**src/hw/rtl/cbd_pkg.sv**
```systemverilog
package cbd_pkg;

	// action codes of an input item
	localparam logic [1:0] ACT_WRITE = 2'd0;
	localparam logic [1:0] ACT_READ  = 2'd1;
	localparam logic [1:0] ACT_TICK  = 2'd2;

	// target codes of a result item
	localparam logic [2:0] TGT_NONE   = 3'd0;
	localparam logic [2:0] TGT_RAM    = 3'd1;
	localparam logic [2:0] TGT_VIDEO  = 3'd2;
	localparam logic [2:0] TGT_AUDIO  = 3'd3;
	localparam logic [2:0] TGT_DMA    = 3'd4;
	localparam logic [2:0] TGT_JOYPAD = 3'd5;

	// cpu bus map
	localparam logic [15:0] ADDR_RAM_END   = 16'h1FFF;
	localparam logic [15:0] ADDR_VIDEO_END = 16'h3FFF;
	localparam logic [15:0] ADDR_AUDIO_END = 16'h4013;
	localparam logic [15:0] ADDR_OAM_DMA   = 16'h4014;
	localparam logic [15:0] ADDR_APU_STAT  = 16'h4015;
	localparam logic [15:0] ADDR_JOY1      = 16'h4016;
	localparam logic [15:0] ADDR_JOY2      = 16'h4017;

	// ram mirror window is 13 address bits
	localparam int unsigned BUS_RAM_AW = 13;

	// master clock phase counter
	localparam logic [2:0] PHASE_CPU0 = 3'd0;
	localparam logic [2:0] PHASE_CPU1 = 3'd3;
	localparam logic [2:0] PHASE_LAST = 3'd5;

	typedef struct packed {
		logic [1:0]  action;
		logic [15:0] addr;
		logic [7:0]  wdata;
		logic [7:0]  device_rdata;
	} cbd_req_t;

	typedef struct packed {
		logic [7:0] rdata;
		logic [2:0] target;
		logic       cpu_clock_enable;
		logic       dma_busy;
		logic       dma_byte_valid;
		logic [7:0] dma_byte_index;
		logic [7:0] dma_byte;
	} cbd_rsp_t;

	// result of the decode stage, ram data still to be merged
	typedef struct packed {
		cbd_rsp_t rsp;
		logic     rd_from_ram;
		logic     dma_from_ram;
	} cbd_s1_t;

	// ram access requested by the decode stage
	typedef struct packed {
		logic                  we;
		logic [BUS_RAM_AW-1:0] waddr;
		logic [7:0]            wdata;
		logic                  re;
		logic [BUS_RAM_AW-1:0] raddr;
	} cbd_ram_acc_t;

	// target of a cpu read (also used for dma fetches)
	function automatic logic [2:0] read_target(input logic [15:0] a);
		logic [2:0] t;
		if (a <= ADDR_RAM_END) begin
			t = TGT_RAM;
		end else if (a <= ADDR_VIDEO_END) begin
			t = TGT_VIDEO;
		end else if (a == ADDR_APU_STAT) begin
			t = TGT_AUDIO;
		end else if (a == ADDR_JOY1 || a == ADDR_JOY2) begin
			t = TGT_JOYPAD;
		end else begin
			t = TGT_NONE;
		end
		return t;
	endfunction

endpackage

```
**src/hw/rtl/cbd_outbuf.sv**
```systemverilog
module cbd_outbuf (
	input  logic               clk,
	input  logic               arst_n,
	input  logic               push,
	input  cbd_pkg::cbd_rsp_t  push_data,
	input  logic               pop,
	output logic [1:0]         count,
	output cbd_pkg::cbd_rsp_t  head
);

	import cbd_pkg::*;

	cbd_rsp_t   entry_q [2];
	logic       wr_ptr_q;
	logic       rd_ptr_q;
	logic [1:0] cnt_q;

	always_ff @(posedge clk or negedge arst_n) begin
		if (!arst_n) begin
			wr_ptr_q <= 1'b0;
			rd_ptr_q <= 1'b0;
			cnt_q    <= '0;
		end else begin
			if (push) begin
				wr_ptr_q <= ~wr_ptr_q;
			end
			if (pop) begin
				rd_ptr_q <= ~rd_ptr_q;
			end
			cnt_q <= cnt_q + {1'b0, push} - {1'b0, pop};
		end
	end

	always_ff @(posedge clk) begin
		if (push) begin
			entry_q[wr_ptr_q] <= push_data;
		end
	end

	assign count = cnt_q;
	assign head  = entry_q[rd_ptr_q];

endmodule

```
**config.mk**
```make
export PLATFORM = sky130hd
export DESIGN_NAME = cbd_outbuf
export DESIGN_NICKNAME = d
export VERILOG_FILES = /design/src/hw/rtl/cbd_pkg.sv /design/src/hw/rtl/cbd_outbuf.sv
export SDC_FILE = /design/constraint.sdc
export NUM_CORES = 1
export LEC_CHECK = 0
export ABC_AREA = 1
export ABC_CLOCK_PERIOD_IN_PS = 2400
export BUFFER_PORTS_ARGS = -buffer_cell sky130_fd_sc_hd__buf_4
export CAP_MARGIN = 20
export CELL_PAD_IN_SITES_DETAIL_PLACEMENT = 0
export CELL_PAD_IN_SITES_GLOBAL_PLACEMENT = 1
export CORE_ASPECT_RATIO = 1.4
export CORE_MARGIN = 3
export CORE_UTILIZATION = 30
export DETAILED_ROUTE_END_ITERATION = 12
export HOLD_SLACK_MARGIN = 0.15
export PLACE_DENSITY_LB_ADDON = 0.1
export RECOVER_POWER = 25
export SYNTH_ARGS = -nofsm -noshare
export SYNTH_HDL_FRONTEND = slang
export SYNTH_SLANG_ARGS = --single-unit
```
**constraint.sdc**
```tcl
create_clock -name clk -period 2.4 [get_ports clk]
set_input_delay 0.48 -clock clk [delete_from_list [all_inputs] [get_ports clk]]
set_output_delay 0.48 -clock clk [all_outputs]
set_load 0.05 [all_outputs]
```
==> impl_metrics.py <==
metrics = {
    "status": {
        "status": "finished clean",
    },
    "global_route": {
        "grt_max_degree": 23,
        "grt_usage": 0.102,
        "grt_util_met2": 0.186,
        "antenna_found_initial": 0,
        "grt_use_met1": 0.100,
        "grt_first_pass_wirelength_mm": 7.22,
        "busiest_layer": "met2",
        "gr-total-overflow": 0,
        "first_global_vias": 1477,
        "grt.met3_usage": 0.0323,
    },
    "critical_path": {
        "crit_path_cell_trace": "buf_4 > nand2_1 > o21ai_2 > buf_4",
        "regToRegStartpoint": "wr_ptr_q",
        "start_kind": "flip-flop",
        "path_max_fanout": 22,
        "max_stage_delay_ps": 670,
        "endpoint_kind": "output pin",
        "cp_num_buf_inv": 2,
        "crit_cells": 4,
        "slowest_stage": "dfrtp_2",
        "critPathArrivalTime_ps": 1640,
        "reg2reg_depth": 2,
        "startpoint": "rd_ptr_q",
        "required_ps": 1920,
        "cpLargestDelayFamily": "flip-flops",
        "crit_end": "head[20]",
        "crit_type": "flip-flop to output pin",
        "r2r-end": "entry_q[0][17]",
        "crit_top_cell": "buf_4",
        "r2r_setup_slack_ps": 1000,
    },
    "sta": {
        "rsz0062_at_grt": "no",
        "finClkSkew_ps": 3.64,
        "worstMarginPinSlew_ps": 528,
        "setup_viol": 0,
        "relSlewSlack": 0.647,
        "hold_violations": 0,
        "period_needed_ps": 2120,
        "setup_tns_ps": 0,
        "final-max-slew-violation-count": 0,
        "max_freq_mhz": 473,
        "period_share": 0.881,
        "setup_ws_ps": 285,
    },
    "floorplan": {
        "core_mm2": 0.00820,
        "rows": 39,
        "fp.dieW_um": 83.9,
        "ioPinCount": 66,
        "fp.dieH_um": 115,
        "die-area_mm2": 0.00966,
        "start_util": 0.311,
    },
    "synthesis": {
        "syn_area_per_cell_um2": 14.2,
        "synth_cell_types": 12,
        "ys_warn_count": 0,
        "synth_fp_nets": 216,
        "ys_seq_area_frac": 0.746,
        "yosysTopAreaCell": "edfxtp_1",
        "synth_cells": 180,
        "synth_area_mm2": 0.00255,
        "netlist.area_leader.share": 0.707,
        "ys_seq_elements": 64,
        "synth.area.top_cells": "edfxtp_1 (71%), o21ai_2 (8.2%), inv_1 (5.4%), nand2_1 (5.3%), dfrtp_1 (3.9%)",
    },
    "placement": {
        "placedCellCount": 346,
        "numPortBuffers": 65,
        "place_congestion": 0.639,
        "dp_hpwl_mm": 3.27,
        "dp_worst_setup_slack_ps": 571,
    },
    "cts": {
        "cts_max_path_buffers": 2,
        "htree_levels": 3,
        "clk_pin_slew_ps": 50,
        "clock_latency_ps": 320,
        "cts_buffers": 9,
        "root_buffer": "clkbuf_16",
        "postCtsHoldBufs": 1,
        "cts.repair.resized": 0,
        "cts_tree": "done",
        "post-cts-setup-buffers": 0,
        "cts_sinks": 64,
    },
    "final_layout": {
        "nets": 292,
        "area.growth.synth_to_final_pct": 34.9,
        "final_cells": 363,
        "utilization": 0.420,
        "drive_gt1_frac": 0.406,
        "diodes": 0,
        "final_cell_mix": "edfxtp_1 (60), buf_4 (49), inv_1 (37), nand2_1 (36), o21ai_2 (24)",
        "final_common_cell": "edfxtp_1",
    },
    "power_and_ir_drop": {
        "p_total_mw": 5.04,
        "cellLeakagePower_nw": 1.47,
        "max-vdd-ir-drop_mv": 0.709,
        "p_per_area_mw_per_mm2": 1470,
    },
    "detailed_routing": {
        "drt_iter0_drc": 54,
        "drcViolationCount": 0,
        "wl_mm": 4.55,
        "vias": 1496,
        "wire_per_inst_um": 12.5,
        "ant_nets": 0,
        "avgViaCountPerCell": 4.12,
        "detail_route.first_pass.iterations": 4,
    },
    "min_path": {
        "hold_class": "input port to flip-flop",
    },
    "job": {
        "cap_violations": 0,
    },
}
[cell type report]
class	instances	area, um2
fillers	797	4760
flip-flops and latches	64	1900
repair buffers	72	557
multi-input cells	72	434
clock buffers	11	233
inverters	37	139
well taps	102	128
clock inverters	5	47.5
[sequential cells by signal (all words and copies together) (netlist names)]
name / flops
count: 2
rd_ptr_q: 1
wr_ptr_q: 1
entry_q: 60
[worst register-to-register path, stage by stage (launching register included)]
cell and delay (ps):
dfrtp_1 420, nor2_4 450, buf_12 230
[report_power, final]
group	total, mW	leakage, nW	switching [mW]	internal [mW]
Clock	1.20	0.138	0.413	0.791
Sequential	1.62	0.609	0.131	1.49
Combinational	2.21	0.722	1.55	0.661
Total	5.04	1.47	2.10	2.94
[synth_stat cells, drive strengths merged]
cell,count
dfrtp,4
o21ai,30
nand3,1
ha,2
xor2,2
nand2,36
inv,37
edfxtp,60
nor2,1
buf,7
[metrics by stage]
stage | cell area [um2] | hold WS [ps]
CTS | 3450 | 333
detailed placement | 3160 | 282
finish | 3440 | 347
global placement | 3160 | 284
global route | 3440 | 346
floorplan | 2550 | 184
[logic make-up (layout without fill, tap and decap cells)]
logic type,count (synthesis),count (layout),synth area share
AO/OA/AOI/OAI,30,30,0.0942
XOR/XNOR,2,2,0.00687
adder cells (fa/ha/maj),2,2,0.00981
buffers and inverters,44,125,0.0868
flip-flops,64,64,0.746
AND/OR/NAND/NOR,38,38,0.0564
[routing by layer]
layer	vias up	routed length, um	part of all wire
li1	758	-	-
met1	688	1640	0.36
met2	40	2510	0.55
met3	10	262	0.058
met4	0	129	0.028
met5	-	0	0
[how the worst min path moves through the flow]
stage	startpoint	end	cells after the start	slack [ps]
floorplan	arst_n	count[0]	0	180
global placement	arst_n	count[1]	1	280
detailed placement	arst_n	count[1]	1	280
CTS	push_data[6]	entry_q[0][6]	1	330
global route	push_data[3]	entry_q[1][3]	1	350
finish	push_data[9]	entry_q[0][9]	1	350
Power figures use the tool's default switching activity.
