File: config.mk
export PLATFORM = sky130hd
export DESIGN_NAME = cbd_ctrl
export DESIGN_NICKNAME = d
export VERILOG_FILES = /design/src/hw/rtl/cbd_pkg.sv /design/src/hw/rtl/cbd_ctrl.sv
export SDC_FILE = /design/constraint.sdc
export NUM_CORES = 1
export LEC_CHECK = 0
export BUFFER_PORTS_ARGS = -buffer_cell sky130_fd_sc_hd__clkbuf_2
export CELL_PAD_IN_SITES_DETAIL_PLACEMENT = 0
export CELL_PAD_IN_SITES_GLOBAL_PLACEMENT = 2
export CORE_MARGIN = 1
export CORE_UTILIZATION = 33
export DETAILED_ROUTE_END_ITERATION = 12
export GPL_TIMING_DRIVEN = 0
export HOLD_SLACK_MARGIN = 0.1
export PLACE_DENSITY_LB_ADDON = 0.15
export SLEW_MARGIN = 20
export SYNTH_ARGS = -nofsm -noshare
export SYNTH_HDL_FRONTEND = slang
export SYNTH_SLANG_ARGS = --single-unit
File: constraint.sdc
create_clock -name clk -period 7 [get_ports clk]
set_clock_uncertainty 0.1 [all_clocks]
set_input_delay 1.4 -clock clk [delete_from_list [all_inputs] [get_ports clk]]
set_output_delay 1.4 -clock clk [all_outputs]
set_load 0.01 [all_outputs]
File: src/hw/rtl/cbd_pkg.sv
package cbd_pkg;

	// action codes of an input item
	localparam logic [1:0] ACT_WRITE = 2'd0;
	localparam logic [1:0] ACT_READ  = 2'd1;
	localparam logic [1:0] ACT_TICK  = 2'd2;

	// target codes of a result item
	localparam logic [2:0] TGT_NONE   = 3'd0;
	localparam logic [2:0] TGT_RAM    = 3'd1;
	localparam logic [2:0] TGT_VIDEO  = 3'd2;
	localparam logic [2:0] TGT_AUDIO  = 3'd3;
	localparam logic [2:0] TGT_DMA    = 3'd4;
	localparam logic [2:0] TGT_JOYPAD = 3'd5;

	// cpu bus map
	localparam logic [15:0] ADDR_RAM_END   = 16'h1FFF;
	localparam logic [15:0] ADDR_VIDEO_END = 16'h3FFF;
	localparam logic [15:0] ADDR_AUDIO_END = 16'h4013;
	localparam logic [15:0] ADDR_OAM_DMA   = 16'h4014;
	localparam logic [15:0] ADDR_APU_STAT  = 16'h4015;
	localparam logic [15:0] ADDR_JOY1      = 16'h4016;
	localparam logic [15:0] ADDR_JOY2      = 16'h4017;

	// ram mirror window is 13 address bits
	localparam int unsigned BUS_RAM_AW = 13;

	// master clock phase counter
	localparam logic [2:0] PHASE_CPU0 = 3'd0;
	localparam logic [2:0] PHASE_CPU1 = 3'd3;
	localparam logic [2:0] PHASE_LAST = 3'd5;

	typedef struct packed {
		logic [1:0]  action;
		logic [15:0] addr;
		logic [7:0]  wdata;
		logic [7:0]  device_rdata;
	} cbd_req_t;

	typedef struct packed {
		logic [7:0] rdata;
		logic [2:0] target;
		logic       cpu_clock_enable;
		logic       dma_busy;
		logic       dma_byte_valid;
		logic [7:0] dma_byte_index;
		logic [7:0] dma_byte;
	} cbd_rsp_t;

	// result of the decode stage, ram data still to be merged
	typedef struct packed {
		cbd_rsp_t rsp;
		logic     rd_from_ram;
		logic     dma_from_ram;
	} cbd_s1_t;

	// ram access requested by the decode stage
	typedef struct packed {
		logic                  we;
		logic [BUS_RAM_AW-1:0] waddr;
		logic [7:0]            wdata;
		logic                  re;
		logic [BUS_RAM_AW-1:0] raddr;
	} cbd_ram_acc_t;

	// target of a cpu read (also used for dma fetches)
	function automatic logic [2:0] read_target(input logic [15:0] a);
		logic [2:0] t;
		if (a <= ADDR_RAM_END) begin
			t = TGT_RAM;
		end else if (a <= ADDR_VIDEO_END) begin
			t = TGT_VIDEO;
		end else if (a == ADDR_APU_STAT) begin
			t = TGT_AUDIO;
		end else if (a == ADDR_JOY1 || a == ADDR_JOY2) begin
			t = TGT_JOYPAD;
		end else begin
			t = TGT_NONE;
		end
		return t;
	endfunction

endpackage

File: src/hw/rtl/cbd_ctrl.sv
module cbd_ctrl (
	input  logic                  clk,
	input  logic                  arst_n,
	input  logic                  fire,
	input  cbd_pkg::cbd_req_t     req,
	output cbd_pkg::cbd_ram_acc_t ram_acc,
	output logic                  s1_valid,
	output cbd_pkg::cbd_s1_t      s1
);

	import cbd_pkg::*;

	logic [7:0] page_q, page_d;
	logic [7:0] offset_q, offset_d;
	logic       running_q, running_d;
	logic       waiting_q, waiting_d;
	logic [2:0] phase_q, phase_d;
	logic       s1_valid_q;
	cbd_s1_t    s1_d, s1_s1;
	cbd_ram_acc_t acc;

	logic [2:0]  ph;
	logic [2:0]  rt;
	logic [15:0] src;

	always_comb begin
		page_d    = page_q;
		offset_d  = offset_q;
		running_d = running_q;
		waiting_d = waiting_q;
		phase_d   = phase_q;
		s1_d      = '0;
		acc       = '0;
		ph        = (phase_q > PHASE_LAST) ? PHASE_CPU0 : phase_q;
		src       = {page_q, offset_q};
		rt        = TGT_NONE;

		case (req.action)
			ACT_WRITE: begin
				if (req.addr <= ADDR_RAM_END) begin
					acc.we          = 1'b1;
					acc.waddr       = req.addr[BUS_RAM_AW-1:0];
					acc.wdata       = req.wdata;
					s1_d.rsp.target = TGT_RAM;
				end else if (req.addr <= ADDR_VIDEO_END) begin
					s1_d.rsp.target = TGT_VIDEO;
				end else if (req.addr <= ADDR_AUDIO_END || req.addr == ADDR_APU_STAT
						|| req.addr == ADDR_JOY2) begin
					s1_d.rsp.target = TGT_AUDIO;
				end else if (req.addr == ADDR_OAM_DMA) begin
					page_d          = req.wdata;
					offset_d        = 8'd0;
					running_d       = 1'b1;
					s1_d.rsp.target = TGT_DMA;
				end else if (req.addr == ADDR_JOY1) begin
					s1_d.rsp.target = TGT_JOYPAD;
				end
			end
			ACT_READ: begin
				rt              = read_target(req.addr);
				s1_d.rsp.target = rt;
				if (rt == TGT_RAM) begin
					s1_d.rd_from_ram = 1'b1;
					acc.re           = 1'b1;
					acc.raddr        = req.addr[BUS_RAM_AW-1:0];
				end else if (rt != TGT_NONE) begin
					s1_d.rsp.rdata = req.device_rdata;
				end
			end
			ACT_TICK: begin
				if (ph == PHASE_CPU0 || ph == PHASE_CPU1) begin
					if (!running_q) begin
						s1_d.rsp.cpu_clock_enable = 1'b1;
					end else if (waiting_q) begin
						// dummy cycle, align to the odd slot
						if (ph == PHASE_CPU1) begin
							waiting_d = 1'b0;
						end
					end else if (ph == PHASE_CPU0) begin
						rt                      = read_target(src);
						s1_d.rsp.target         = rt;
						s1_d.rsp.dma_byte_valid = 1'b1;
						s1_d.rsp.dma_byte_index = offset_q;
						if (rt == TGT_RAM) begin
							s1_d.dma_from_ram = 1'b1;
							acc.re            = 1'b1;
							acc.raddr         = src[BUS_RAM_AW-1:0];
						end else if (rt != TGT_NONE) begin
							s1_d.rsp.dma_byte = req.device_rdata;
						end
					end else begin
						offset_d = offset_q + 8'd1;
						if (offset_q == 8'hFF) begin
							running_d = 1'b0;
							waiting_d = 1'b1;
						end
					end
				end
				phase_d = (phase_q >= PHASE_LAST) ? PHASE_CPU0 : phase_q + 3'd1;
			end
			default: begin
			end
		endcase

		s1_d.rsp.dma_busy = running_d;
		acc.we            = acc.we & fire;
		acc.re            = acc.re & fire;
	end

	always_ff @(posedge clk or negedge arst_n) begin
		if (!arst_n) begin
			page_q     <= '0;
			offset_q   <= '0;
			running_q  <= 1'b0;
			waiting_q  <= 1'b1;
			phase_q    <= '0;
			s1_valid_q <= 1'b0;
		end else begin
			s1_valid_q <= fire;
			if (fire) begin
				page_q    <= page_d;
				offset_q  <= offset_d;
				running_q <= running_d;
				waiting_q <= waiting_d;
				phase_q   <= phase_d;
			end
		end
	end

	always_ff @(posedge clk) begin
		if (fire) begin
			s1_s1 <= s1_d;
		end
	end

	assign ram_acc  = acc;
	assign s1_valid = s1_valid_q;
	assign s1       = s1_s1;

endmodule

==> summary.txt, run 1 <==
Worst setup path
  • Worst R2R Path Depth: 4
  • Worst path required time: 5500 ps
  • Worst EP arrival: 3310 ps
  • CP Max Fanout: 10
  • Setup CP Type: input port to output port
  • Worst setup EP type: output port
  • Startpoint types: input port

Timing
  • Maximum clock rate: 208 MHz
  • Fin crit share: 68.7%
  • RSZ-0062 raised after global routing: false
  • Pins Over Slew Limit: 0
  • Setup-failing EPs final: 0
  • Setup TNS Final: 0 ps
  • Worst slew margin: 38.7%
  • Slew at the pin with the worst max-slew slack: 910 ps
  • Hold Vio Cnt, Final: 0
  • Fin crit period: 4810 ps

Floorplanning
  • Total Die Area: 10000 um2
  • Chip Height: 100 um
  • IO Pins: 106
  • Die W: 100 um
  • Starting density of the core: 34.1%
  • FP Rows: 35
  • Core area: 9280 um2

Final layout
  • Final net count: 447
  • Layout area overhead: 25.1%
  • # diodes: 0
  • Fillers: 984
  • Fin util: 42.7%
  • Share of cells above drive strength 1: 37.1%
  • Final instance area: 3960 um2
  • Post-Layout Cell Count: 531

Route
  • Vias per inst: 5.09
  • DR WL/cell: 16.6 um
  • Vias: 2,705
  • Drt drc: 0
  • Initial drt markers: 140
  • First-pass iteration count of the detailed router: 5
  • Antenna-violating nets left: 0
  • Drt total wl: 8810 um

Clock network
  • Post_cts resized: 0
  • Clock buffer depth: 2
  • H-tree depth: 2
  • Root Driver: clkbuf_8
  • Clk sink count: 54
  • Post-CTS setup buffer count: 0
  • CTS buffer count: 5
  • CTS tree: built
  • Clock Pin Slew Worst Setup and Hold Paths: 100 ps
  • Worst-skew pair later-pin latency: 320 ps
  • Cts hold-fix bufs: 0

Pwr
  • Power Density: 185 nW/um2
  • Clk pwr share: 30.2%
  • Net Sw Frac: 28.7%
  • Sequential share of power: 50.4%
  • Combinational fraction of design power: 19.4%
  • Internal Power: 0.524 mW
  • Leakage power: 1.80 nW
  • Maximum vdd drop: 0.104 mV
  • Net Sw Power: 0.211 mW

Placement
  • Area after DPL: 3840 um2
  • Placer Congestion: 0.788
  • Placed Cells: 523
  • Port buffer count: 103
  • DP HPWL: 6650 um

Yosys
  • Post-synth EDFFs: 32
  • Flops & latches, synth: 54
  • Top-area cell type share of the netlist area: 30.3%
  • Top_reg_cell synth: edfxtp_1
  • Synth area leaders: edfxtp_1 30%, dfrtp_1 17%, and3_1 6.7%, ha_1 3.6%, a22oi_2 3.2%
  • Leading area contributor after synthesis: edfxtp_1
  • Ys async rst share: 40.7%
  • Synth unique cells: 55
  • Syn Nets: 337
  • Synth cell count leaders: 34 x and3_1, 32 x edfxtp_1, 21 x dfrtp_1
  • Syn Area/Cell: 10.9 um2
  • Count leader, synth: and3_1
  • Mapped Cells: 291
  • Mapped Area: 3170 um2
  • Seq/Total Area, Yosys: 47.7%
  • Syn. warnings: 0

GRT
  • Overflow after GRT: 0
  • Vias in the first global route: 2,509
  • Tot GR Track Use: 17.9%
  • Initial antenna violation count: 0
  • First-pass GRT wire length: 13,700 um
  • Largest net degree at the start of global routing: 38

Min path
  • Hold Crit Class: flop to flop
  • Hold Crit Depth: 2

Run status
  • Run status: complete, no violations

Job
  • Max Cap Viol: 0
[placed cells by master, fill, tap and decap left out, types with 4 or more instances in the layout]
| cell type | n |
|---|---|
| nor3_1 | 5 |
| nand2_1 | 12 |
| edfxtp_1 | 32 |
| clkbuf_2 | 103 |
| o21ai_0 | 16 |
| inv_1 | 8 |
| nand3_1 | 9 |
| xor2_1 | 4 |
| nor2_1 | 12 |
| nand3b_1 | 4 |
| a22oi_2 | 8 |
| dfrtp_1 | 21 |
| mux2_2 | 8 |
| clkbuf_1 | 9 |
| and3_1 | 34 |
| buf_2 | 4 |
| and2_1 | 16 |
| nor2b_1 | 16 |
| nand4_1 | 5 |
| a22oi_1 | 5 |
| a21oi_1 | 7 |
| ha_1 | 9 |
| clkbuf_8 | 5 |
[metal layers]
layer  track usage [%]  up-vias  routed length [um]
li1                  -     1307                   -
met1              24.7     1319                4100
met2              29.5       68                4220
met3              2.86       11                 364
met4              4.57        0                 125
met5                 0        -                   0
[critical path, cell delays in order]
cell and delay [ps]:
clkbuf_2 100, inv_1 80, ha_1 150, buf_2 240, nand3b_1 200, a21oi_4 310, and3b_1 210, buf_4 150
buf_12 140, a22oi_2 50, nor2b_1 130, clkbuf_2 150
[worst paths after layout]
path                                         start                      end  slack, ps
min in group asynchronous                   arst_n   phase_q[0]$_DFFE_PN0P_        970
min reg2reg                  waiting_q$_DFFE_PN1P_    waiting_q$_DFFE_PN1P_        430
max                                        req[32]               ram_acc[7]       2190
min                          waiting_q$_DFFE_PN1P_    waiting_q$_DFFE_PN1P_        430
max in group asynchronous                   arst_n  offset_q[6]$_DFFE_PN0P_       5420
max reg2reg                offset_q[7]$_DFFE_PN0P_      s1[6]$_SDFFCE_PP0P_       4650
[power by group through the flow]
| stage | combinational [mW] | clock [mW] | sequential [mW] |
|---|---|---|---|
| 2_1_floorplan | 0.0865 | 0 | 0.379 |
| 3_3_place_gp | 0.141 | 0 | 0.377 |
| 3_5_place_dp | 0.143 | 0 | 0.378 |
| 4_1_cts | 0.143 | 0.229 | 0.371 |
| 5_1_grt | 0.160 | 0.242 | 0.373 |
| 6_report | 0.143 | 0.222 | 0.370 |
[flip-flops by register name, summed over array words and instances, names as in the netlist]
signal,flops
waiting_q,1
offset_q,8
page_q,8
running_q,1
s1,32
phase_q,3
s1_valid,1
[final cells by class]
cell class | instances | area [um2] | share of cell area, %
multi-input combinational | 212 | 1520 | 38.4
sequential | 54 | 1510 | 38.2
timing repair buffer | 103 | 515 | 13.0
tap | 129 | 161 | 4.07
buffer | 17 | 104 | 2.62
clock buffer | 5 | 68.8 | 1.74
clock inverter | 3 | 48.8 | 1.23
inverter | 8 | 30.0 | 0.758
[cells by family (layout without fill, tap and decap cells)]
| kind of cell | after synthesis | in the layout | share of synthesized area [%] |
|---|---|---|---|
| AOI/OAI and AO/OA | 52 | 52 | 12.7 |
| muxes | 8 | 8 | 2.84 |
| xor gates and xnor gates | 4 | 4 | 1.11 |
| and+or+nand+nor | 139 | 139 | 27.8 |
| DFF | 54 | 54 | 47.7 |
| buffers and inverters | 25 | 136 | 4.23 |
| adders and majority gates | 9 | 9 | 3.55 |
[per-stage QoR]
step | setup WS, ps | hold WS (ps) | power [mW]
2_1_floorplan | 2710 | 380 | 0.466
3_3_place_gp | 2210 | 397 | 0.518
3_5_place_dp | 2190 | 415 | 0.520
4_1_cts | 2180 | 423 | 0.743
5_1_grt | 2040 | 442 | 0.775
6_report | 2190 | 426 | 0.735
Power figures use the tool's default switching activity.
==> run 2, diff against run 1 <==
- CORE_UTILIZATION: 33 -> 31
- clock period: 7 -> 4.8 ns (I/O delays scaled with it)
==> run 2 against run 1 <==
Net effect: non-clock buffer count unchanged; clock power increased by 16%; cell count increased by 0.75%; critical path depth unchanged; sequential share of layout area increased by 0.23 points; routed wire length decreased by 0.83%; critical path type unchanged; largest cell class unchanged.
==> summary.txt, run 2 (same netlist as run 1, synthesis figures left out) <==
Route
  • Vias: 2,641 (-2.4%)
  • Drt total wl: 8740 um (-0.83%)
  • Drt drc: 0 (unchanged)
  • Antenna-violating nets left: 0 (unchanged)
  • Vias per inst: 4.94 (-3.1%)
  • First-pass iteration count of the detailed router: 4 (-1)
  • DR WL/cell: 16.3 um (-1.6%)
  • Initial drt markers: 64 (-54%)

Worst setup path
  • Critical-path cell list: clkbuf_2 > inv_1 > ha_1 > buf_2 > nand3b_1 > a21oi_4 > and3b_1 > buf_4 > buf_12 > a22oi_2 > nor2b_1 > clkbuf_2
  • Crit path largest cell delay: 310 ps (about the same)
  • Worst EP arrival: 2830 ps (-480 ps)
  • Worst path required time: 3740 ps (-1760 ps)
  • Startpoint types: input port
  • Setup CP Type: input port to output port
  • CP Max Fanout: 10 (unchanged)
  • Cell family with most CP delay: buffers and inverters
  • Critical Path Most Common Cell: clkbuf_2
  • Worst path slowest cell: a21oi_4
  • Buffers & Inverters on Critical Path: 6 (unchanged)
  • Worst setup EP type: output port

Job
  • Max Cap Viol: 0 (unchanged)

GRT
  • Largest net degree at the start of global routing: 38 (unchanged)
  • Vias in the first global route: 2,527 (+0.72%)
  • Initial antenna violation count: 0 (unchanged)
  • Overflow after GRT: 0 (unchanged)
  • Tot GR Track Use: 17.0% (-0.90 points)
  • First-pass GRT wire length: 13,500 um (-1.9%)

Clock network
  • Clk sink count: 54 (unchanged)
  • Post-CTS setup buffer count: 0 (unchanged)
  • CTS tree: built
  • Cts hold-fix bufs: 0 (unchanged)
  • CTS buffer count: 5 (unchanged)
  • Clock buffer depth: 2 (unchanged)
  • H-tree depth: 2 (unchanged)
  • Post_cts resized: 0 (unchanged)
  • Clock Pin Slew Worst Setup and Hold Paths: 100 ps (about the same)
  • Root Driver: clkbuf_8
  • Worst-skew pair later-pin latency: 310 ps (about the same)

Timing
  • Fin crit share: 81.1%
  • Setup-failing EPs final: 0 (unchanged)
  • Slew at the pin with the worst max-slew slack: 931 ps (+21.0 ps)
  • Pins Over Slew Limit: 0 (unchanged)
  • Hold Vio Cnt, Final: 0 (unchanged)
  • Fin crit period: 3890 ps
  • Maximum clock rate: 257 MHz
  • RSZ-0062 raised after global routing: false
  • Worst slew margin: 37.9% (-0.76 points)
  • Setup TNS Final: 0 ps (unchanged)

Floorplanning
  • IO Pins: 106 (unchanged)
  • FP Rows: 36 (+2.9%)
  • Starting density of the core: 32.3% (-1.9 points)
  • Die W: 103 um (+3.1%)
  • Total Die Area: 10,600 um2 (+6.3%)
  • Core area: 9820 um2 (+5.8%)
  • Chip Height: 103 um (+3.1%)

Final layout
  • Layout area overhead: 24.3%
  • Most common cell after layout, fill and taps aside: clkbuf_2
  • Share of cells above drive strength 1: 36.8% (-0.25 points)
  • Max reg flops: 32 (unchanged)
  • Final net count: 447 (unchanged)
  • # diodes: 0 (unchanged)
  • Most frequent cells in the layout: 103 x clkbuf_2, 34 x and3_1, 32 x edfxtp_1, 21 x dfrtp_1

Pwr
  • Power Density: 255 nW/um2 (+37%)
  • Clk pwr share: 25.7% (-4.5 points)
  • Total power: 1.00 mW (+37%)
  • Net Sw Power: 0.296 mW (+40%)
  • Sequential share of power: 53.7% (+3.3 points)
  • Leakage power: 1.79 nW (-0.78%)
  • Maximum vdd drop: 0.174 mV (+67%)
  • Combinational fraction of design power: 20.6% (+1.2 points)
  • Net Sw Frac: 29.5% (+0.79 points)
  • Internal Power: 0.708 mW (+35%)

Placement
  • Placer Congestion: 0.786 (-0.29%)
  • Port buffer count: 103 (unchanged)
  • DP HPWL: 6660 um (+0.19%)

Run status
  • Run status: complete, no violations

Min path
  • Hold Crit Class: flop to flop
## run 2: worst register-to-register path: stages, from the launching register on
cell,delay [ps]
dfrtp_1,350
buf_2,200
inv_1,70
ha_1,230
nand3b_1,240
a21oi_4,330
nor4b_1,470
o21ba_2,230
## run 2: metrics by stage
| step | utilization (%) | cells | hold WS [ps] | instance area [um2] | setup WS [ps] |
|---|---|---|---|---|---|
| finish | 40.1 | 535 | 418 | 3940 | 908 |
| global route | 40.1 | 535 | 497 | 3940 | 689 |
| CTS | 40.1 | 535 | 420 | 3940 | 885 |
| detailed placement | 39.2 | 527 | 399 | 3850 | 890 |
| global placement | 39.2 | 527 | 398 | 3850 | 889 |
| floorplan | - | 291 | 380 | 3170 | 1390 |
## run 2: area by class of cell
class	instances	area, um2
clock buffer	5	68.8
clock inverter	3	20.0
sequential	54	1510
tap	133	166
fill	1028	5880
buffer	17	104
inverter	8	30.0
timing repair buffer	103	515
multi-input combinational	212	1520
## run 2: metal layers
metal	global-route usage, %	share of wire (%)	vias up	routed length [um]
met5	0	0	-	0
met4	3.25	0.58	0	51
met3	2.85	4.1	4	359
met2	29.8	50	61	4360
met1	22.2	45	1269	3960
li1	-	-	1307	-
## run 2: power groups by stage
stage | registers (mW) | clock network (mW) | logic [mW]
2_1_floorplan | 0.553 | 0 | 0.126
3_3_place_gp | 0.550 | 0 | 0.206
3_5_place_dp | 0.550 | 0 | 0.208
4_1_cts | 0.540 | 0.270 | 0.209
5_1_grt | 0.544 | 0.284 | 0.234
6_report | 0.540 | 0.258 | 0.207
## run 2: path summary, 6_finish.rpt
path | startpoint | to | slack [ps] | cells after the start
max reg2reg | phase_q[1]$_DFFE_PN0P_ | s1[23]$_DFFE_PP_ | 2450 | 7
max in group asynchronous | arst_n | offset_q[6]$_DFFE_PN0P_ | 3680 | 1
min reg2reg | waiting_q$_DFFE_PN1P_ | waiting_q$_DFFE_PN1P_ | 420 | 2
max | req[32] | ram_acc[7] | 910 | 12
min | waiting_q$_DFFE_PN1P_ | waiting_q$_DFFE_PN1P_ | 420 | 2
min in group asynchronous | arst_n | phase_q[1]$_DFFE_PN0P_ | 530 | 1
